`src/rtl/c6809_pkg.sv`:
```
// ----------------------------------------------------------------------------
// c6809_pkg
// Shared types and codes for the 6809 immediate ALU and branch block.
// ----------------------------------------------------------------------------
package c6809_pkg;

    // Operation codes carried in the kind field.
    localparam logic [5:0] K_NOP   = 6'd0;
    localparam logic [5:0] K_LDA   = 6'd1;
    localparam logic [5:0] K_LDB   = 6'd2;
    localparam logic [5:0] K_LDD   = 6'd3;
    localparam logic [5:0] K_LDX   = 6'd4;
    localparam logic [5:0] K_LDY   = 6'd5;
    localparam logic [5:0] K_LDU   = 6'd6;
    localparam logic [5:0] K_LDS   = 6'd7;
    localparam logic [5:0] K_CMPA  = 6'd8;
    localparam logic [5:0] K_CMPB  = 6'd9;
    localparam logic [5:0] K_CMPD  = 6'd10;
    localparam logic [5:0] K_CMPX  = 6'd11;
    localparam logic [5:0] K_CMPY  = 6'd12;
    localparam logic [5:0] K_ADDA  = 6'd13;
    localparam logic [5:0] K_ADDB  = 6'd14;
    localparam logic [5:0] K_ADDD  = 6'd15;
    localparam logic [5:0] K_SUBA  = 6'd16;
    localparam logic [5:0] K_SUBB  = 6'd17;
    localparam logic [5:0] K_SUBD  = 6'd18;
    localparam logic [5:0] K_ANDA  = 6'd19;
    localparam logic [5:0] K_ANDB  = 6'd20;
    localparam logic [5:0] K_ORA   = 6'd21;
    localparam logic [5:0] K_ORB   = 6'd22;
    localparam logic [5:0] K_EORA  = 6'd23;
    localparam logic [5:0] K_EORB  = 6'd24;
    localparam logic [5:0] K_INCA  = 6'd25;
    localparam logic [5:0] K_INCB  = 6'd26;
    localparam logic [5:0] K_DECA  = 6'd27;
    localparam logic [5:0] K_DECB  = 6'd28;
    localparam logic [5:0] K_TSTA  = 6'd29;
    localparam logic [5:0] K_TSTB  = 6'd30;
    localparam logic [5:0] K_ANDCC = 6'd31;
    localparam logic [5:0] K_ORCC  = 6'd32;
    localparam logic [5:0] K_BRA   = 6'd33;

    // Branch condition codes.
    localparam logic [3:0] BC_ALWAYS = 4'd0;
    localparam logic [3:0] BC_EQ     = 4'd1;
    localparam logic [3:0] BC_NE     = 4'd2;
    localparam logic [3:0] BC_MI     = 4'd3;
    localparam logic [3:0] BC_PL     = 4'd4;
    localparam logic [3:0] BC_CS     = 4'd5;
    localparam logic [3:0] BC_CC     = 4'd6;
    localparam logic [3:0] BC_VS     = 4'd7;
    localparam logic [3:0] BC_VC     = 4'd8;
    localparam logic [3:0] BC_GT     = 4'd9;
    localparam logic [3:0] BC_GE     = 4'd10;
    localparam logic [3:0] BC_LT     = 4'd11;
    localparam logic [3:0] BC_LE     = 4'd12;
    localparam logic [3:0] BC_HI     = 4'd13;
    localparam logic [3:0] BC_LS     = 4'd14;
    localparam logic [3:0] BC_NONE   = 4'd15;

    // Condition code bit positions.
    localparam int CC_C = 0;
    localparam int CC_V = 1;
    localparam int CC_Z = 2;
    localparam int CC_N = 3;
    localparam int CC_H = 5;

    typedef struct packed {
        logic [5:0] kind;
        logic       immediate_mode;
        logic [1:0] operand_count;
        logic [7:0] first_operand_byte;
        logic [7:0] second_operand_byte;
        logic [3:0] branch_condition;
    } c6809_op_t;

    typedef struct packed {
        logic [7:0]  cc;
        logic [7:0]  a;
        logic [7:0]  b;
        logic [15:0] x;
        logic [15:0] y;
        logic [15:0] u;
        logic [15:0] s;
    } c6809_regs_t;

endpackage

```
`src/rtl/c6809_in_stage.sv`:
```
// ----------------------------------------------------------------------------
// c6809_in_stage
// Input register: captures one request and holds it until execute moves on.
// ----------------------------------------------------------------------------
module c6809_in_stage
    import c6809_pkg::*;
(
    input  logic      clk,
    input  logic      rst_n,
    input  logic      req_valid,
    output logic      req_ready,
    input  c6809_op_t req_op,
    input  logic      advance,
    output logic      op_valid,
    output c6809_op_t op
);

    logic      valid_reg;
    c6809_op_t op_reg;

    // The slot frees up in the same cycle that its request moves to the result.
    assign req_ready = !valid_reg || advance;

    always_ff @(posedge clk or negedge rst_n)
    begin
        if (!rst_n)
        begin
            valid_reg <= 1'b0;
        end
        else if (req_ready)
        begin
            valid_reg <= req_valid;
        end
    end

    always_ff @(posedge clk)
    begin
        if (req_ready && req_valid)
        begin
            op_reg <= req_op;
        end
    end

    assign op_valid = valid_reg;
    assign op       = op_reg;

endmodule

```
`src/rtl/c6809_alu.sv`:
```
// ----------------------------------------------------------------------------
// c6809_alu
// Execute logic: next register file, flags and branch decision for one request.
// ----------------------------------------------------------------------------
module c6809_alu
    import c6809_pkg::*;
(
    input  c6809_op_t   op,
    input  c6809_regs_t cur,
    output c6809_regs_t nxt,
    output logic        taken
);

    logic [5:0]  kind_eff;
    logic [7:0]  op8;
    logic [15:0] op16;
    logic [15:0] d;
    logic        use_b;
    logic [7:0]  acc8;
    logic [8:0]  sub8;
    logic [8:0]  add8;
    logic [4:0]  half;
    logic [7:0]  inc8;
    logic [7:0]  dec8;
    logic [7:0]  and8;
    logic [7:0]  or8;
    logic [7:0]  eor8;
    logic        sub8_v;
    logic        add8_v;
    logic [15:0] w16;
    logic [16:0] sub16;
    logic [16:0] add16;
    logic        sub16_v;
    logic        add16_v;
    logic        fc;
    logic        fv;
    logic        fz;
    logic        fn;

    function automatic logic [7:0] nzv8(input logic [7:0] cc, input logic [7:0] v);
        logic [7:0] r;
        r       = cc;
        r[CC_N] = v[7];
        r[CC_Z] = (v == 8'h00);
        r[CC_V] = 1'b0;
        return r;
    endfunction

    function automatic logic [7:0] nzv16(input logic [7:0] cc, input logic [15:0] v);
        logic [7:0] r;
        r       = cc;
        r[CC_N] = v[15];
        r[CC_Z] = (v == 16'h0000);
        r[CC_V] = 1'b0;
        return r;
    endfunction

    always_comb
    begin
        op8  = (op.operand_count != 2'd0) ? op.first_operand_byte : 8'h00;
        op16 = op.operand_count[1] ? {op.first_operand_byte, op.second_operand_byte}
                                   : 16'h0000;
        d    = {cur.a, cur.b};

        // Memory-mode loads and ALU operations are dropped to a no-op.
        if (op.kind >= K_LDA && op.kind <= K_EORB && !op.immediate_mode)
        begin
            kind_eff = K_NOP;
        end
        else
        begin
            kind_eff = op.kind;
        end

        use_b = (kind_eff == K_CMPB) || (kind_eff == K_ADDB) || (kind_eff == K_SUBB) ||
                (kind_eff == K_ANDB) || (kind_eff == K_ORB)  || (kind_eff == K_EORB) ||
                (kind_eff == K_INCB) || (kind_eff == K_DECB) || (kind_eff == K_TSTB);
        acc8  = use_b ? cur.b : cur.a;

        sub8   = {1'b0, acc8} - {1'b0, op8};
        add8   = {1'b0, acc8} + {1'b0, op8};
        half   = {1'b0, acc8[3:0]} + {1'b0, op8[3:0]};
        inc8   = acc8 + 8'd1;
        dec8   = acc8 - 8'd1;
        and8   = acc8 & op8;
        or8    = acc8 | op8;
        eor8   = acc8 ^ op8;
        sub8_v = (acc8[7] ^ op8[7]) & (acc8[7] ^ sub8[7]);
        add8_v = (acc8[7] ^ add8[7]) & (op8[7] ^ add8[7]);

        if (kind_eff == K_CMPX)
        begin
            w16 = cur.x;
        end
        else if (kind_eff == K_CMPY)
        begin
            w16 = cur.y;
        end
        else
        begin
            w16 = d;
        end
        sub16   = {1'b0, w16} - {1'b0, op16};
        add16   = {1'b0, d} + {1'b0, op16};
        sub16_v = (w16[15] ^ op16[15]) & (w16[15] ^ sub16[15]);
        add16_v = (d[15] ^ add16[15]) & (op16[15] ^ add16[15]);

        fc = cur.cc[CC_C];
        fv = cur.cc[CC_V];
        fz = cur.cc[CC_Z];
        fn = cur.cc[CC_N];

        nxt   = cur;
        taken = 1'b0;

        unique case (kind_eff)
            K_LDA:
            begin
                nxt.a  = op8;
                nxt.cc = nzv8(cur.cc, op8);
            end
            K_LDB:
            begin
                nxt.b  = op8;
                nxt.cc = nzv8(cur.cc, op8);
            end
            K_LDD:
            begin
                {nxt.a, nxt.b} = op16;
                nxt.cc         = nzv16(cur.cc, op16);
            end
            K_LDX:
            begin
                nxt.x  = op16;
                nxt.cc = nzv16(cur.cc, op16);
            end
            K_LDY:
            begin
                nxt.y  = op16;
                nxt.cc = nzv16(cur.cc, op16);
            end
            K_LDU:
            begin
                nxt.u  = op16;
                nxt.cc = nzv16(cur.cc, op16);
            end
            K_LDS:
            begin
                nxt.s  = op16;
                nxt.cc = nzv16(cur.cc, op16);
            end
            K_CMPA, K_CMPB, K_SUBA, K_SUBB:
            begin
                nxt.cc       = nzv8(cur.cc, sub8[7:0]);
                nxt.cc[CC_V] = sub8_v;
                nxt.cc[CC_C] = sub8[8];
                if (kind_eff == K_SUBA)
                begin
                    nxt.a = sub8[7:0];
                end
                else if (kind_eff == K_SUBB)
                begin
                    nxt.b = sub8[7:0];
                end
            end
            K_CMPD, K_CMPX, K_CMPY, K_SUBD:
            begin
                nxt.cc       = nzv16(cur.cc, sub16[15:0]);
                nxt.cc[CC_V] = sub16_v;
                nxt.cc[CC_C] = sub16[16];
                if (kind_eff == K_SUBD)
                begin
                    {nxt.a, nxt.b} = sub16[15:0];
                end
            end
            K_ADDA, K_ADDB:
            begin
                nxt.cc       = nzv8(cur.cc, add8[7:0]);
                nxt.cc[CC_V] = add8_v;
                nxt.cc[CC_C] = add8[8];
                nxt.cc[CC_H] = half[4];
                if (kind_eff == K_ADDA)
                begin
                    nxt.a = add8[7:0];
                end
                else
                begin
                    nxt.b = add8[7:0];
                end
            end
            K_ADDD:
            begin
                nxt.cc         = nzv16(cur.cc, add16[15:0]);
                nxt.cc[CC_V]   = add16_v;
                nxt.cc[CC_C]   = add16[16];
                {nxt.a, nxt.b} = add16[15:0];
            end
            K_ANDA:
            begin
                nxt.a  = and8;
                nxt.cc = nzv8(cur.cc, and8);
            end
            K_ANDB:
            begin
                nxt.b  = and8;
                nxt.cc = nzv8(cur.cc, and8);
            end
            K_ORA:
            begin
                nxt.a  = or8;
                nxt.cc = nzv8(cur.cc, or8);
            end
            K_ORB:
            begin
                nxt.b  = or8;
                nxt.cc = nzv8(cur.cc, or8);
            end
            K_EORA:
            begin
                nxt.a  = eor8;
                nxt.cc = nzv8(cur.cc, eor8);
            end
            K_EORB:
            begin
                nxt.b  = eor8;
                nxt.cc = nzv8(cur.cc, eor8);
            end
            K_INCA, K_INCB:
            begin
                nxt.cc       = nzv8(cur.cc, inc8);
                nxt.cc[CC_V] = (inc8 == 8'h80);
                if (kind_eff == K_INCA)
                begin
                    nxt.a = inc8;
                end
                else
                begin
                    nxt.b = inc8;
                end
            end
            K_DECA, K_DECB:
            begin
                nxt.cc       = nzv8(cur.cc, dec8);
                nxt.cc[CC_V] = (dec8 == 8'h7F);
                if (kind_eff == K_DECA)
                begin
                    nxt.a = dec8;
                end
                else
                begin
                    nxt.b = dec8;
                end
            end
            K_TSTA, K_TSTB:
            begin
                nxt.cc = nzv8(cur.cc, acc8);
            end
            K_ANDCC:
            begin
                nxt.cc = cur.cc & op8;
            end
            K_ORCC:
            begin
                nxt.cc = cur.cc | op8;
            end
            K_BRA:
            begin
                unique case (op.branch_condition)
                    BC_ALWAYS: taken = 1'b1;
                    BC_EQ:     taken = fz;
                    BC_NE:     taken = !fz;
                    BC_MI:     taken = fn;
                    BC_PL:     taken = !fn;
                    BC_CS:     taken = fc;
                    BC_CC:     taken = !fc;
                    BC_VS:     taken = fv;
                    BC_VC:     taken = !fv;
                    BC_GT:     taken = !fz && (fn == fv);
                    BC_GE:     taken = (fn == fv);
                    BC_LT:     taken = (fn != fv);
                    BC_LE:     taken = fz || (fn != fv);
                    BC_HI:     taken = !fc && !fz;
                    BC_LS:     taken = fc || fz;
                    BC_NONE:   taken = 1'b0;
                endcase
            end
            default:
            begin
                nxt   = cur;
                taken = 1'b0;
            end
        endcase
    end

endmodule

```
`src/rtl/cpu6809_immediate_alu_and_branch.sv`:
```
// ----------------------------------------------------------------------------
// cpu6809_immediate_alu_and_branch
// 6809 register file with immediate loads, ALU operations and branch tests.
// ----------------------------------------------------------------------------
// An accepted request is held in the input register and moves into the register
// file, which doubles as the result register, once the result slot is free.
// Throughput: one request per cycle while the result side does not stall, set by
// the single execute pass between the input register and the register file.
// Reset clears the register file, the condition codes and both valid flags.
module cpu6809_immediate_alu_and_branch
    import c6809_pkg::*;
(
    input  logic        clk,
    input  logic        rst_n,
    input  logic        req_valid,
    output logic        req_ready,
    input  logic [5:0]  kind,
    input  logic        immediate_mode,
    input  logic [1:0]  operand_count,
    input  logic [7:0]  first_operand_byte,
    input  logic [7:0]  second_operand_byte,
    input  logic [3:0]  branch_condition,
    output logic        res_valid,
    input  logic        res_ready,
    output logic [7:0]  condition_codes,
    output logic [7:0]  accumulator_a,
    output logic [7:0]  accumulator_b,
    output logic [15:0] index_x,
    output logic [15:0] index_y,
    output logic [15:0] user_stack,
    output logic [15:0] system_stack,
    output logic        branch_taken
);

    c6809_op_t   req_op;
    c6809_op_t   op;
    logic        op_valid;
    logic        advance;
    c6809_regs_t regs_reg;
    c6809_regs_t regs_next;
    logic        taken_next;
    logic        taken_reg;
    logic        res_valid_reg;

    assign req_op.kind                = kind;
    assign req_op.immediate_mode      = immediate_mode;
    assign req_op.operand_count       = operand_count;
    assign req_op.first_operand_byte  = first_operand_byte;
    assign req_op.second_operand_byte = second_operand_byte;
    assign req_op.branch_condition    = branch_condition;

    // The register file only changes when the result slot is free, so it can
    // be shown directly as the result while a response is stalled.
    assign advance = !res_valid_reg || res_ready;

    c6809_in_stage u_in_stage
    (
        .clk      (clk),
        .rst_n    (rst_n),
        .req_valid(req_valid),
        .req_ready(req_ready),
        .req_op   (req_op),
        .advance  (advance),
        .op_valid (op_valid),
        .op       (op)
    );

    c6809_alu u_alu
    (
        .op   (op),
        .cur  (regs_reg),
        .nxt  (regs_next),
        .taken(taken_next)
    );

    always_ff @(posedge clk or negedge rst_n)
    begin
        if (!rst_n)
        begin
            regs_reg      <= '0;
            taken_reg     <= 1'b0;
            res_valid_reg <= 1'b0;
        end
        else if (advance)
        begin
            res_valid_reg <= op_valid;
            if (op_valid)
            begin
                regs_reg  <= regs_next;
                taken_reg <= taken_next;
            end
        end
    end

    assign res_valid       = res_valid_reg;
    assign condition_codes = regs_reg.cc;
    assign accumulator_a   = regs_reg.a;
    assign accumulator_b   = regs_reg.b;
    assign index_x         = regs_reg.x;
    assign index_y         = regs_reg.y;
    assign user_stack      = regs_reg.u;
    assign system_stack    = regs_reg.s;
    assign branch_taken    = taken_reg;

endmodule

```
`config.mk`:
```
export PLATFORM = sky130hd
export DESIGN_NAME = cpu6809_immediate_alu_and_branch
export DESIGN_NICKNAME = d
export VERILOG_FILES = /design/src/rtl/c6809_pkg.sv /design/src/rtl/c6809_in_stage.sv /design/src/rtl/c6809_alu.sv /design/src/rtl/cpu6809_immediate_alu_and_branch.sv
export SDC_FILE = /design/constraint.sdc
export NUM_CORES = 1
export LEC_CHECK = 0
export ABC_AREA = 1
export BUFFER_PORTS_ARGS = -buffer_cell sky130_fd_sc_hd__buf_2
export CAP_MARGIN = 10
export CELL_PAD_IN_SITES_DETAIL_PLACEMENT = 1
export CELL_PAD_IN_SITES_GLOBAL_PLACEMENT = 1
export CORE_MARGIN = 3
export CORE_UTILIZATION = 47
export CTS_CLUSTER_SIZE = 12
export DETAILED_ROUTE_END_ITERATION = 7
export PLACE_DENSITY = 0.93
export SLEW_MARGIN = 20
export SYNTH_ARGS = -nofsm -noshare
export SYNTH_HDL_FRONTEND = slang
export SYNTH_HIERARCHICAL = 1
export SYNTH_SLANG_ARGS = --single-unit
```
`constraint.sdc`:
```
create_clock -name clk -period 9.4 [get_ports clk]
set_input_delay 0.94 -clock clk [delete_from_list [all_inputs] [get_ports clk]]
set_output_delay 0.94 -clock clk [all_outputs]
set_load 0.02 [all_outputs]
```
==> qor.log, run 1 <==
[critical_path] slowest cell on the critical path sky130_fd_sc_hd__edfxtp_1
[clock_network] Clock H-tree levels 4
[sta] count of endpoints failing hold in the final timing report 0
[global_route] global-route wire length before repair 91000 um
[route] overall via count from detail_route 14544
[synth] netlist area before placement 11800 um^2
[route] wire length per cell after detailed routing 28.1 um
[synth] sequential share of the synthesized area 26.6%
[floorplan] horizontal extent of the die 165 um
[min_path] Hold Crit Start branch_taken
[clock_network] insertion delay of the later-clocked pin in the worst-skew pair 440 ps
[floorplan] initial standard-cell utilization of the core 48.2%
[sta] unrepaired setup endpoints after global routing false
[sta] smallest setup slack after layout 3330 ps
[synth] area fraction of the dominant cell type after synthesis 19.3%
[placement] cell area after placement 12500 um^2
[synth] gate count of the mapped netlist 1778
[synth] most area-hungry cell type in the Yosys netlist sky130_fd_sc_hd__dfrtp_1
[sta] highest attainable clock frequency 165 MHz
[global_route] aggregate global routing overflow 0
[route] count of routing violations after the opening detailed-route iteration 1901
[critical_path] endpoint arrival time on the critical path 6380 ps
[synth] Avg Cell Area, Syn 6.64 um^2
[route] Pre-Repair DR Iteration Count 6
[synth] EDFF count, synth 29
[pwr] power density cells 285 nW/um^2
[route] final wirelength 61800 um
[route] drt drc 0
[layout] number of filler instances in the final layout 3341
[outcome] outcome complete, no violations
[placement] setup slack at placement 3710 ps
[pwr] standby leakage power 6.81 nW
[clock_network] Resized Gates After CTS 0
[global_route] total track usage 45.2%
[layout] max FFs per register 29
[sta] post-layout minimum cycle time 6070 ps
[sta] Slew @ Worst Pin 1130 ps
[global_route] via count of the first global-routing pass 14564
[sta] Tcrit/Tclk final 64.6%
[layout] area occupied by multi-input gates 7640 um^2
[synth] synthesis warning total 6
[floorplan] number of top-level design ports 124
[placement] RePlAce Congestion 1.08
[clock_network] clock tree from TritonCTS built
[pwr] post-layout power 3.73 mW
[critical_path] largest stage delay on the critical path 450 ps
[clock_network] clock tree root driver cell sky130_fd_sc_hd__clkbuf_16
[floorplan] die area 27100 um^2
[critical_path] Critical Path End Type flip-flop
[sta] Setup TNS Final 0 ps
[min_path] WHS Endpoint branch_taken
[clock_network] count of buffers added by post-CTS timing repair for setup 0
[route] number of nets with antenna violations after routing 0
[min_path] worst hold path stage count 2
[synth] ys flop type sky130_fd_sc_hd__dfrtp_1
[layout] Post-Layout Cell Count 2197
[synth] count of unique library cells instantiated by Yosys 55
[layout] diode count 0
[run] MaxCap Viol Count 0
[critical_path] critical path data required time 9710 ps
[clock_network] CTS max path bufs 2
[sta] number of setup violations in the final report 0
[critical_path] reg-to-reg endpoint condition_codes[1]
[layout] fraction of final layout cells with drive strength greater than 1 13.8%
[synth] share of flip-flops with an asynchronous set or reset 75.8%
[synth] number of nets produced by synthesis 1876
[critical_path] worst-case register-to-register setup slack 3330 ps
[clock_network] clk sinks 120
[placement] I/O Buffers 123
[critical_path] startpoint type of the worst setup path flip-flop
[floorplan] Rows 57
[floorplan] core box area 24500 um^2
[synth] number of synthesized register bits 120
[critical_path] R2R cell count 30
[layout] layout overhead on the synthesized area 10.6%
[layout] final net count 1958
[placement] total half-perimeter wirelength after legalization and detailed placement 44400 um
[pwr] maximum vdd drop 0.116 mV
[global_route] antenna violations before repair 1
[critical_path] most repeated library cell on the critical path sky130_fd_sc_hd__nand2_1
[synth] top post-synthesis cells by area sky130_fd_sc_hd__dfrtp_1 19%, sky130_fd_sc_hd__nand2_1 17%, sky130_fd_sc_hd__edfxtp_1 7.4%
[critical_path] critical path start-end classification reg2reg
[route] via/cell ratio 6.62
[critical_path] R2R Path Start u_in_stage/op[23]
[critical_path] largest fanout on the critical path 21
[floorplan] Vert. Die Dim 165 um
[layout] cell area after layout 13100 um^2
[global_route] largest net degree at the start of global routing 91
[min_path] worst hold-check path type reg2reg
[sta] setup clock skew after layout 17.9 ps
[clock_network] number of buffers created by CTS 17
[placement] count of placed standard cells including taps 2164
[sta] remaining max-slew budget at the tightest pin 24.7%
[sta] Final Max Slew Viols 0
[layout] area taken by flip-flops and latches 3150 um^2
[clock_network] clock-pin slew of the registers on the worst-case setup and hold paths 70 ps
[clock_network] # hold bufs at CTS 0
## area by class of cell
type	count	share of cell area, %
multi-input cells	1431	58.5
clock buffers	17	3.26
well taps	324	3.10
flip-flops and latches	120	24.1
repair buffers	133	5.46
clock inverters	15	1.02
inverters	157	4.51
## cells in the mapped netlist (11+ instances only)
cell                        number
sky130_fd_sc_hd__nand3_2        27
sky130_fd_sc_hd__nand2_4        12
sky130_fd_sc_hd__nand3_1       171
sky130_fd_sc_hd__nand2_2        18
sky130_fd_sc_hd__clkbuf_1       32
sky130_fd_sc_hd__buf_6          11
sky130_fd_sc_hd__o22ai_1        30
sky130_fd_sc_hd__nor4_1         12
sky130_fd_sc_hd__nor3_1         17
sky130_fd_sc_hd__a31oi_1        17
sky130_fd_sc_hd__nand4_1        31
sky130_fd_sc_hd__xor2_1         26
sky130_fd_sc_hd__ha_1           62
sky130_fd_sc_hd__o2111ai_1      11
sky130_fd_sc_hd__dfrtp_1        91
sky130_fd_sc_hd__a21oi_1        78
sky130_fd_sc_hd__edfxtp_1       29
sky130_fd_sc_hd__nand2_1       544
sky130_fd_sc_hd__inv_2          11
sky130_fd_sc_hd__nor2_1        142
sky130_fd_sc_hd__inv_1         145
sky130_fd_sc_hd__o21ai_0       139
sky130_fd_sc_hd__buf_2          17
## worst max-delay path by stage
stage | start | end | slack (ps) | depth (start not counted)
floorplan | u_in_stage/op[23] | condition_codes[1] | 5130 | 31
global placement | u_in_stage/op[23] | condition_codes[2] | 3850 | 28
detailed placement | u_in_stage/op[23] | condition_codes[2] | 3710 | 28
CTS | u_in_stage/op[23] | condition_codes[1] | 3580 | 29
global route | u_in_stage/op[23] | condition_codes[1] | 3100 | 30
finish | u_in_stage/op[23] | condition_codes[1] | 3330 | 30
## stage by stage
step	hold slack, ps	utilization [%]
after floorplan	582	-
after global placement	473	50.8
after detailed placement	478	50.8
after CTS	501	53.1
after global routing	526	53.2
final	498	53.2
## logic make-up (layout without fill, tap and decap cells)
family	count (synthesis)	count (layout)	synth area share, %
compound gates	337	337	16.5
xor+xnor	35	35	2.59
flops	120	120	26.6
buf+inv	227	322	8.84
fa+ha+maj	65	65	7.07
simple gates	994	994	38.3
## report_power, final
part	total (mW)	internal, mW	switching (mW)
combinational	2.17	0.610	1.56
sequential	0.893	0.659	0.234
clock	0.664	0.349	0.315
## cells in the final DEF (no fill, tap or decap), types with 13 or more instances in the layout
cell	n
sky130_fd_sc_hd__a21oi_1	77
sky130_fd_sc_hd__a31oi_1	17
sky130_fd_sc_hd__buf_2	122
sky130_fd_sc_hd__clkbuf_16	17
sky130_fd_sc_hd__dfrtp_1	90
sky130_fd_sc_hd__edfxtp_1	29
sky130_fd_sc_hd__ha_1	62
sky130_fd_sc_hd__inv_1	145
sky130_fd_sc_hd__nand2_1	541
sky130_fd_sc_hd__nand2_2	20
sky130_fd_sc_hd__nand2_4	13
sky130_fd_sc_hd__nand3_1	171
sky130_fd_sc_hd__nand3_2	27
sky130_fd_sc_hd__nand4_1	31
sky130_fd_sc_hd__nor2_1	142
sky130_fd_sc_hd__nor3_1	17
sky130_fd_sc_hd__o21ai_0	139
sky130_fd_sc_hd__o22ai_1	30
sky130_fd_sc_hd__xor2_1	26
## critical path, delay by kind of cell (launching register included)
family                   cells  cell delay, ps
AND/OR/NAND/NOR             21            2800
AO/OA/AOI/OAI                6            1600
flip-flops                   1             450
buffers and inverters        2             670
adder cells (fa/ha/maj)      1             400
## per-layer routing
| metal | GRT usage (%) | routed length, um |
|---|---|---|
| met1 | 56.5 | 22900 |
| met2 | 69.6 | 27100 |
| met3 | 11.8 | 7230 |
| met4 | 27.9 | 4550 |
| met5 | 0 | 0 |
Note: power is estimated with default switching activity, not from simulation.
==> run 2: changes to the inputs <==
--- a/config.mk
+++ b/config.mk
@@ -5,16 +5,16 @@
 export SDC_FILE = /design/constraint.sdc
 export NUM_CORES = 1
 export LEC_CHECK = 0
-export ABC_AREA = 1
+export ABC_AREA = 0
 export BUFFER_PORTS_ARGS = -buffer_cell sky130_fd_sc_hd__buf_2
 export CAP_MARGIN = 10
 export CELL_PAD_IN_SITES_DETAIL_PLACEMENT = 1
 export CELL_PAD_IN_SITES_GLOBAL_PLACEMENT = 1
 export CORE_MARGIN = 3
-export CORE_UTILIZATION = 47
+export CORE_UTILIZATION = 41
 export CTS_CLUSTER_SIZE = 12
 export DETAILED_ROUTE_END_ITERATION = 7
-export PLACE_DENSITY = 0.93
+export PLACE_DENSITY = 0.83
 export SLEW_MARGIN = 20
 export SYNTH_ARGS = -nofsm -noshare
 export SYNTH_HDL_FRONTEND = slang
==> constraint.sdc (replaced) <==
create_clock -name clk -period 5.04 [get_ports clk]
set_input_delay 0.504 -clock clk [delete_from_list [all_inputs] [get_ports clk]]
set_output_delay 0.504 -clock clk [all_outputs]
set_load 0.02 [all_outputs]
==> qor.log, run 2 <==
[placement] total half-perimeter wirelength after legalization and detailed placement 41100 um [-7.3%]
[layout] final net count 1657 [-15%]
[pwr] standby leakage power 6.22 nW [-8.7%]
[sta] remaining max-slew budget at the tightest pin 29.8% [+5.0 points]
[critical_path] worst-case register-to-register setup slack 250 ps [-3080 ps]
[floorplan] Rows 60 [+5.3%]
[clock_network] insertion delay of the later-clocked pin in the worst-skew pair 430 ps [about the same]
[layout] max FFs per register 29 [unchanged]
[layout] most common library cell in the layout ignoring fill and taps sky130_fd_sc_hd__nand2_1
[critical_path] timing startpoint of the critical path u_in_stage/op[27]
[sta] post-layout minimum cycle time 4790 ps [-1280 ps]
[layout] final core occ 50.3% [-2.9 points]
[sta] Final Max Slew Viols 0 [unchanged]
[critical_path] category of cells accounting for the largest share of critical-path delay simple AND/OR/NAND/NOR gates
[pwr] post-layout power 7.27 mW [+95%]
[min_path] worst hold-check path type in2async
[critical_path] startpoint type of the worst setup path flip-flop
[route] count of routing violations after the opening detailed-route iteration 1556 [-18%]
[synth] Avg Cell Area, Syn 8.29 um^2 [+25%]
[global_route] total track usage 34.9% [-10 points]
[critical_path] R2R Path Start u_in_stage/op[27]
[clock_network] Clock H-tree levels 4 [unchanged]
[pwr] maximum vdd drop 0.239 mV [+110%]
[layout] layout overhead on the synthesized area 19.5%
[synth] number of nets produced by synthesis 1482 [-21%]
[pwr] power density cells 530 nW/um^2 [+86%]
[layout] number of filler instances in the final layout 3277 [-1.9%]
[synth] leading cell type by number of instances after synthesis sky130_fd_sc_hd__nand2_1
[critical_path] largest fanout on the critical path 7 [-67%]
[sta] Tcrit/Tclk final 95.1% [+31 points]
[synth] synthesis warning total 6 [unchanged]
[floorplan] initial standard-cell utilization of the core 42.1% [-6.0 points]
[synth] sequential share of the synthesized area 27.4% [+0.78 points]
[synth] number of synthesized register bits 120 [unchanged]
[route] Pre-Repair DR Iteration Count 5 [-1]
[critical_path] crit-path cells buf_4, nor3b_2, nand3_1, nor2_4, buf_4, mux2i_1, a21oi_1, ha_1, o21ai_0, nand2b_1, a21oi_1, a21oi_1, xnor2_1, nor2_1, or4_1, a211oi_1, a32oi_1, mux2_2
[critical_path] Buffers & Inverters on Critical Path 2 [unchanged]
[synth] list of most frequent post-synthesis cells 175 x sky130_fd_sc_hd__nand2_1, 124 x sky130_fd_sc_hd__o21ai_0, 107 x sky130_fd_sc_hd__nor2_1
[synth] gate count of the mapped netlist 1384 [-22%]
[clock_network] clock tree from TritonCTS built
[placement] RePlAce Congestion 1.07 [-0.32%]
[route] overall via count from detail_route 12664 [-13%]
[synth] count of unique library cells instantiated by Yosys 85 [+55%]
[global_route] aggregate global routing overflow 0 [unchanged]
[critical_path] most repeated library cell on the critical path sky130_fd_sc_hd__a21oi_1
[global_route] antenna violations before repair 1 [unchanged]
[route] drt drc 0 [unchanged]
[critical_path] endpoint arrival time on the critical path 5120 ps [-1260 ps]
[synth] ys flop type sky130_fd_sc_hd__dfrtp_1
[layout] diode count 0 [unchanged]
[run] MaxCap Viol Count 0 [unchanged]
[synth] netlist area before placement 11500 um^2 [-2.8%]
[critical_path] Critical Path End Type flip-flop
[critical_path] R2R cell count 18 [-40%]
[layout] area taken by flip-flops and latches 3150 um^2 [-0.12%]
[sta] unrepaired setup endpoints after global routing false
[critical_path] slowest cell on the critical path sky130_fd_sc_hd__or4_1
[placement] I/O Buffers 123 [unchanged]
[synth] most area-hungry cell type in the Yosys netlist sky130_fd_sc_hd__dfrtp_1
[floorplan] number of top-level design ports 124 [unchanged]
[route] final wirelength 54400 um [-12%]
[floorplan] horizontal extent of the die 173 um [+5.3%]
[sta] count of endpoints failing hold in the final timing report 0 [unchanged]
[route] wire length per cell after detailed routing 28.0 um [-0.46%]
[route] number of nets with antenna violations after routing 0 [unchanged]
[critical_path] reg-to-reg endpoint accumulator_b[7]
[sta] highest attainable clock frequency 209 MHz [+27%]
[sta] smallest setup slack after layout 245 ps [-3080 ps]
[floorplan] die area 30000 um^2 [+11%]
[synth] top post-synthesis cells by area sky130_fd_sc_hd__dfrtp_1 20%, sky130_fd_sc_hd__mux2_2 8.3%, sky130_fd_sc_hd__edfxtp_1 7.6%
[sta] Setup TNS Final 0 ps [unchanged]
[global_route] global-route wire length before repair 80900 um [-11%]
[critical_path] critical path data required time 5360 ps [-4350 ps]
[critical_path] largest stage delay on the critical path 520 ps [+70 ps]
[synth] area fraction of the dominant cell type after synthesis 19.8% [+0.57 points]
[route] via/cell ratio 6.51 [-1.6%]
[sta] Slew @ Worst Pin 1050 ps [-76.5 ps]
[global_route] via count of the first global-routing pass 12604 [-13%]
[synth] share of flip-flops with an asynchronous set or reset 75.8% [unchanged]
[synth] EDFF count, synth 29 [unchanged]
[floorplan] core box area 27300 um^2 [+11%]
[outcome] outcome complete, no violations
[critical_path] critical path start-end classification reg2reg
[clock_network] number of buffers created by CTS 17 [unchanged]
[layout] area occupied by multi-input gates 7810 um^2 [+2.2%]
[clock_network] clk sinks 120 [unchanged]
[clock_network] CTS max path bufs 2 [unchanged]
[sta] setup clock skew after layout 12.0 ps [-5.83 ps]
[sta] number of setup violations in the final report 0 [unchanged]
[placement] setup slack at placement 228 ps [-3480 ps]
[floorplan] Vert. Die Dim 173 um [+5.3%]
[global_route] largest net degree at the start of global routing 67 [-26%]
[clock_network] clock tree root driver cell sky130_fd_sc_hd__clkbuf_16
[layout] fraction of final layout cells with drive strength greater than 1 25.2% [+11 points]
[clock_network] clock-pin slew of the registers on the worst-case setup and hold paths 80 ps [about the same]
[layout] most used cells in the layout excluding fill and tap cells 175 x sky130_fd_sc_hd__nand2_1, 124 x sky130_fd_sc_hd__o21ai_0, 122 x sky130_fd_sc_hd__buf_2
run 2: cell count changes after synthesis, moves of 21 or more:
cell | before | now
sky130_fd_sc_hd__nand3_2 | 27 | 0
sky130_fd_sc_hd__mux2i_1 | 0 | 29
sky130_fd_sc_hd__nand2_1 | 544 | 175
sky130_fd_sc_hd__nand4_1 | 31 | 10
sky130_fd_sc_hd__nand3_1 | 171 | 37
sky130_fd_sc_hd__clkbuf_1 | 32 | 60
sky130_fd_sc_hd__xnor2_1 | 9 | 37
sky130_fd_sc_hd__mux2_2 | 0 | 85
sky130_fd_sc_hd__nor2_1 | 142 | 107
sky130_fd_sc_hd__inv_1 | 145 | 54
run 2: logic make-up (layout without fill, tap and decap cells):
| family | Yosys count | count (layout) | synth area share, % |
|---|---|---|---|
| flops | 120 | 120 | 27.4 |
| fa+ha+maj | 66 | 66 | 7.37 |
| buf+inv | 136 | 324 | 4.86 |
| compound gates | 401 | 401 | 23.2 |
| mux | 127 | 127 | 12.6 |
| xor+xnor | 57 | 57 | 4.42 |
| simple gates | 477 | 477 | 20.1 |
run 2: worst max-delay path by stage:
stage,endpoint,slack [ps],depth (start not counted)
floorplan,condition_codes[2],200,18
global placement,condition_codes[2],320,16
detailed placement,condition_codes[2],230,17
CTS,condition_codes[2],130,17
global route,accumulator_b[7],5,18
finish,accumulator_b[7],250,18
run 2: metal layers:
layer	share of wire (%)	vias up	GRT usage, %
met4	4.6	2	14.8
met1	42	6285	47.6
met3	10	147	8.13
met5	0.024	-	0
li1	-	5473	-
met2	43	757	53.2
run 2: area by class of cell:
cell class / instances / area share [%]
repair buffers: 238 / 11.0
multi-input cells: 1128 / 57.0
well taps: 372 / 3.39
clock buffers: 17 / 3.10
flip-flops and latches: 120 / 23.0
clock inverters: 15 / 1.09
inverters: 54 / 1.48
run 2: power breakdown:
group          switching [mW]  internal [mW]  total [mW]  leakage (nW)
logic                    2.68           1.75        4.43          4.44
registers               0.392           1.19        1.58          1.50
clock network           0.593          0.660        1.25         0.278
total                    3.66           3.60        7.27          6.22
run 2: metrics by stage:
stage | instances | cell area, um^2 | hold WS, ps
after CTS | 1941 | 13700 | 185
after global routing | 1944 | 13700 | 205
after floorplan | 1384 | 11500 | 208
after global placement | 1909 | 13100 | 489
final | 1944 | 13700 | 162
after detailed placement | 1909 | 13100 | 495
run 2: timing repair:
action                                 CTS  global route
resized for setup                        0             7
hold buffers                             0             0
setup endpoints to repair                0             9
endpoints found under the hold margin    0             0
buffers inserted                         0             3
==> run 3: changes to the inputs <==
--- a/config.mk
+++ b/config.mk
@@ -6,15 +6,15 @@
 export NUM_CORES = 1
 export LEC_CHECK = 0
 export ABC_AREA = 0
-export BUFFER_PORTS_ARGS = -buffer_cell sky130_fd_sc_hd__buf_2
 export CAP_MARGIN = 10
 export CELL_PAD_IN_SITES_DETAIL_PLACEMENT = 1
 export CELL_PAD_IN_SITES_GLOBAL_PLACEMENT = 1
 export CORE_MARGIN = 3
-export CORE_UTILIZATION = 41
+export CORE_UTILIZATION = 50
 export CTS_CLUSTER_SIZE = 12
 export DETAILED_ROUTE_END_ITERATION = 7
-export PLACE_DENSITY = 0.83
+export DONT_BUFFER_PORTS = 1
+export PLACE_DENSITY = 0.88
 export SLEW_MARGIN = 20
 export SYNTH_ARGS = -nofsm -noshare
 export SYNTH_HDL_FRONTEND = slang
==> constraint.sdc (replaced) <==
create_clock -name clk -period 4.5 [get_ports clk]
set_input_delay 0.45 -clock clk [delete_from_list [all_inputs] [get_ports clk]]
set_output_delay 0.45 -clock clk [all_outputs]
set_load 0.02 [all_outputs]
==> qor.log, run 3 (synthesis gave the netlist of run 2 again) <==
[clock_network] clock tree root driver cell sky130_fd_sc_hd__clkbuf_16
[route] overall via count from detail_route 13280 [+4.9%]
[layout] layout overhead on the synthesized area 19.2%
[floorplan] die area 24800 um^2 [-17%]
[critical_path] worst-case register-to-register setup slack -90 ps [-330 ps]
[pwr] sequential fraction of design power 22.7% [+0.9 points]
[sta] remaining max-slew budget at the tightest pin 19.4% [-10 points]
[critical_path] endpoint arrival time on the critical path 4950 ps [-170 ps]
[layout] max FFs per register 29 [unchanged]
[global_route] global-route wire length before repair 83200 um [+2.8%]
[global_route] met2 Resource Use GR 69.5% [+16 points]
[layout] fraction of final layout cells with drive strength greater than 1 24.6% [-0.59 points]
[route] Pre-Repair DR Iteration Count 8 [+3]
[clock_network] Clock H-tree levels 4 [unchanged]
[min_path] Hold Crit Start branch_condition[0]
[layout] most used cells in the layout excluding fill and tap cells 175 x sky130_fd_sc_hd__nand2_1, 144 x sky130_fd_sc_hd__buf_4, 118 x sky130_fd_sc_hd__o21ai_0
[floorplan] number of top-level design ports 124 [unchanged]
[layout] cell area after layout 13700 um^2 [-0.18%]
[global_route] GR Util met1 58.2% [+11 points]
[global_route] aggregate global routing overflow 0 [unchanged]
[sta] highest attainable clock frequency 218 MHz [+4.5%]
[critical_path] startpoint type of the worst setup path flip-flop
[run] MaxCap Viol Count 0 [unchanged]
[sta] unrepaired setup endpoints after global routing true
[layout] Post-Layout Cell Count 1770 [-9.0%]
[critical_path] R2R cell count 17 [-1]
[pwr] post-layout power 8.48 mW [+17%]
[clock_network] number of buffers created by CTS 17 [unchanged]
[pwr] Psw 4.37 mW [+19%]
[critical_path] critical path start-end classification reg2reg
[pwr] Clock Power Share 16.0% [-1.2 points]
[pwr] standby leakage power 5.90 nW [-5.1%]
[critical_path] largest fanout on the critical path 14 [+7]
[critical_path] R2R Path Start u_in_stage/op[27]
[placement] count of placed standard cells including taps 1719 [-10%]
[floorplan] initial standard-cell utilization of the core 51.8% [+9.7 points]
[floorplan] Rows 54 [-10%]
[route] count of routing violations after the opening detailed-route iteration 1866 [+20%]
[sta] number of setup violations in the final report 4 [+4]
[pwr] power density cells 620 nW/um^2 [+17%]
[sta] Slew @ Worst Pin 1180 ps [+129 ps]
[route] final wirelength 59600 um [+9.5%]
[placement] cell area after placement 12600 um^2 [-3.8%]
[pwr] Sw Ratio 51.6% [+1.2 points]
[sta] post-layout minimum cycle time 4590 ps [-208 ps]
[route] drt drc 0 [unchanged]
[outcome] outcome finished, violations left
[clock_network] insertion delay of the later-clocked pin in the worst-skew pair 440 ps [about the same]
[global_route] total track usage 45.4% [+10 points]
[floorplan] Vert. Die Dim 158 um [-9.1%]
[clock_network] CTS max path bufs 2 [unchanged]
[placement] total half-perimeter wirelength after legalization and detailed placement 42300 um [+2.9%]
[placement] RePlAce Congestion 1.11 [+3.7%]
[global_route] antenna violations before repair 0 [-1]
[pwr] Power Internal 4.11 mW [+14%]
[outcome] violated checks setup timing
[layout] final core occ 61.8% [+11 points]
[clock_network] clock tree from TritonCTS built
[sta] Tcrit/Tclk final 102% [+6.8 points]
[placement] I/O Buffers 0 [-100%]
[sta] smallest setup slack after layout -86.7 ps [-332 ps]
[critical_path] critical path data required time 4870 ps [-490 ps]
[layout] final net count 1573 [-5.1%]
[pwr] maximum vdd drop 0.253 mV [+6.0%]
[route] number of nets with antenna violations after routing 0 [unchanged]
[min_path] WHS Endpoint u_in_stage/op[0]
[sta] Final Max Slew Viols 0 [unchanged]
[sta] count of endpoints failing hold in the final timing report 0 [unchanged]
[global_route] met3 track utilization from global routing 12.7% [+4.6 points]
[sta] Setup TNS Final -149 ps [-149 ps]
[global_route] GR peak layer met2
[sta] setup clock skew after layout 12.3 ps [+0.279 ps]
[global_route] largest net degree at the start of global routing 92 [+37%]
[route] wire length per cell after detailed routing 33.7 um [+20%]
[min_path] worst hold-check path type in2reg
[critical_path] Critical Path End Type flip-flop
[global_route] via count of the first global-routing pass 12923 [+2.5%]
[pwr] Combinational Power Share 61.3% [+0.3 points]
[critical_path] reg-to-reg endpoint condition_codes[2]
[layout] most common library cell in the layout ignoring fill and taps sky130_fd_sc_hd__nand2_1
[floorplan] horizontal extent of the die 158 um [-9.1%]
[min_path] worst hold path stage count 0
[floorplan] core box area 22200 um^2 [-19%]
[clock_network] clk sinks 120 [unchanged]
[route] via/cell ratio 7.50 [+15%]
[clock_network] clock-pin slew of the registers on the worst-case setup and hold paths 70 ps [about the same]
run 3: changes by cell type in the layout (fill, tap and decap cells not counted), sizes merged:
cell         change
buf             -86
inv              -5
clkinv           +4
clkbuf           +2
diode            +2
dlygate4sd3      +1
run 3: area by class of cell:
class                           instances  area, um^2
Antenna cell                            2        5.00
Timing Repair Buffer                  154        1250
Multi-Input combinational cell       1128        8200
Inverter                               54         203
Fill cell                            2591        8480
Clock inverter                         14        98.8
Tap cell                              280         350
Sequential cell                       120        3150
Clock buffer                           18         429
run 3: metal layers:
metal / share of wire [%] / up-vias
met2: 43 / 1128
li1: - / 5329
met4: 7.6 / 2
met5: 0.079 / -
met1: 37 / 6476
met3: 13 / 345
run 3: how the worst max path moves through the flow:
stage                                    end  slack, ps               from  cells past startpoint
after global placement    condition_codes[2]       -110  u_in_stage/op[28]                     17
after global routing      condition_codes[2]       -120  u_in_stage/op[27]                     19
after floorplan           condition_codes[2]        -10  u_in_stage/op[26]                     18
after CTS                 condition_codes[2]        -20  u_in_stage/op[27]                     17
after detailed placement  condition_codes[2]       -220  u_in_stage/op[24]                     17
final                     condition_codes[2]        -90  u_in_stage/op[27]                     17
run 3: what timing repair did:
action	4_1_cts	5_1_grt
setup endpoints to repair	9	14
setup buffers	4	10
resized for setup	10	69
cloned	0	1
pin swaps	3	25
endpoints found under the hold margin	91	0
hold buffers	2	0
run 3: per-stage QoR:
step / hold slack (ps) / setup slack (ps)
global route: 92.8 / -117
global placement: 156 / -109
floorplan: 154 / -12.1
detailed placement: 157 / -220
finish: 105 / -86.7
CTS: 102 / -23.5
run 3: worst max-delay path, stage by stage (launching register included):
cell and delay, ps:
sky130_fd_sc_hd__edfxtp_1 510, sky130_fd_sc_hd__nor3b_4 280, sky130_fd_sc_hd__nand3_2 160, sky130_fd_sc_hd__nor2_4 230, sky130_fd_sc_hd__buf_12 200, sky130_fd_sc_hd__mux2i_2 240
sky130_fd_sc_hd__a21oi_1 110, sky130_fd_sc_hd__ha_1 370, sky130_fd_sc_hd__a21o_1 230, sky130_fd_sc_hd__a211o_1 310, sky130_fd_sc_hd__a31o_4 230, sky130_fd_sc_hd__a31oi_4 190
sky130_fd_sc_hd__xnor2_2 90, sky130_fd_sc_hd__or3b_1 360, sky130_fd_sc_hd__or4_4 490, sky130_fd_sc_hd__o41a_1 320, sky130_fd_sc_hd__nand2_1 70, sky130_fd_sc_hd__mux2_4 140
run 3: power groups by stage:
stage          Sequential [mW]  Clock, mW  Combinational [mW]
6_report                  1.93       1.36                5.20
5_1_grt                   1.94       1.39                5.38
4_1_cts                   1.90       1.35                4.66
3_5_place_dp              1.91          0                4.54
3_3_place_gp              1.89          0                4.37
2_1_floorplan             1.83          0                2.82
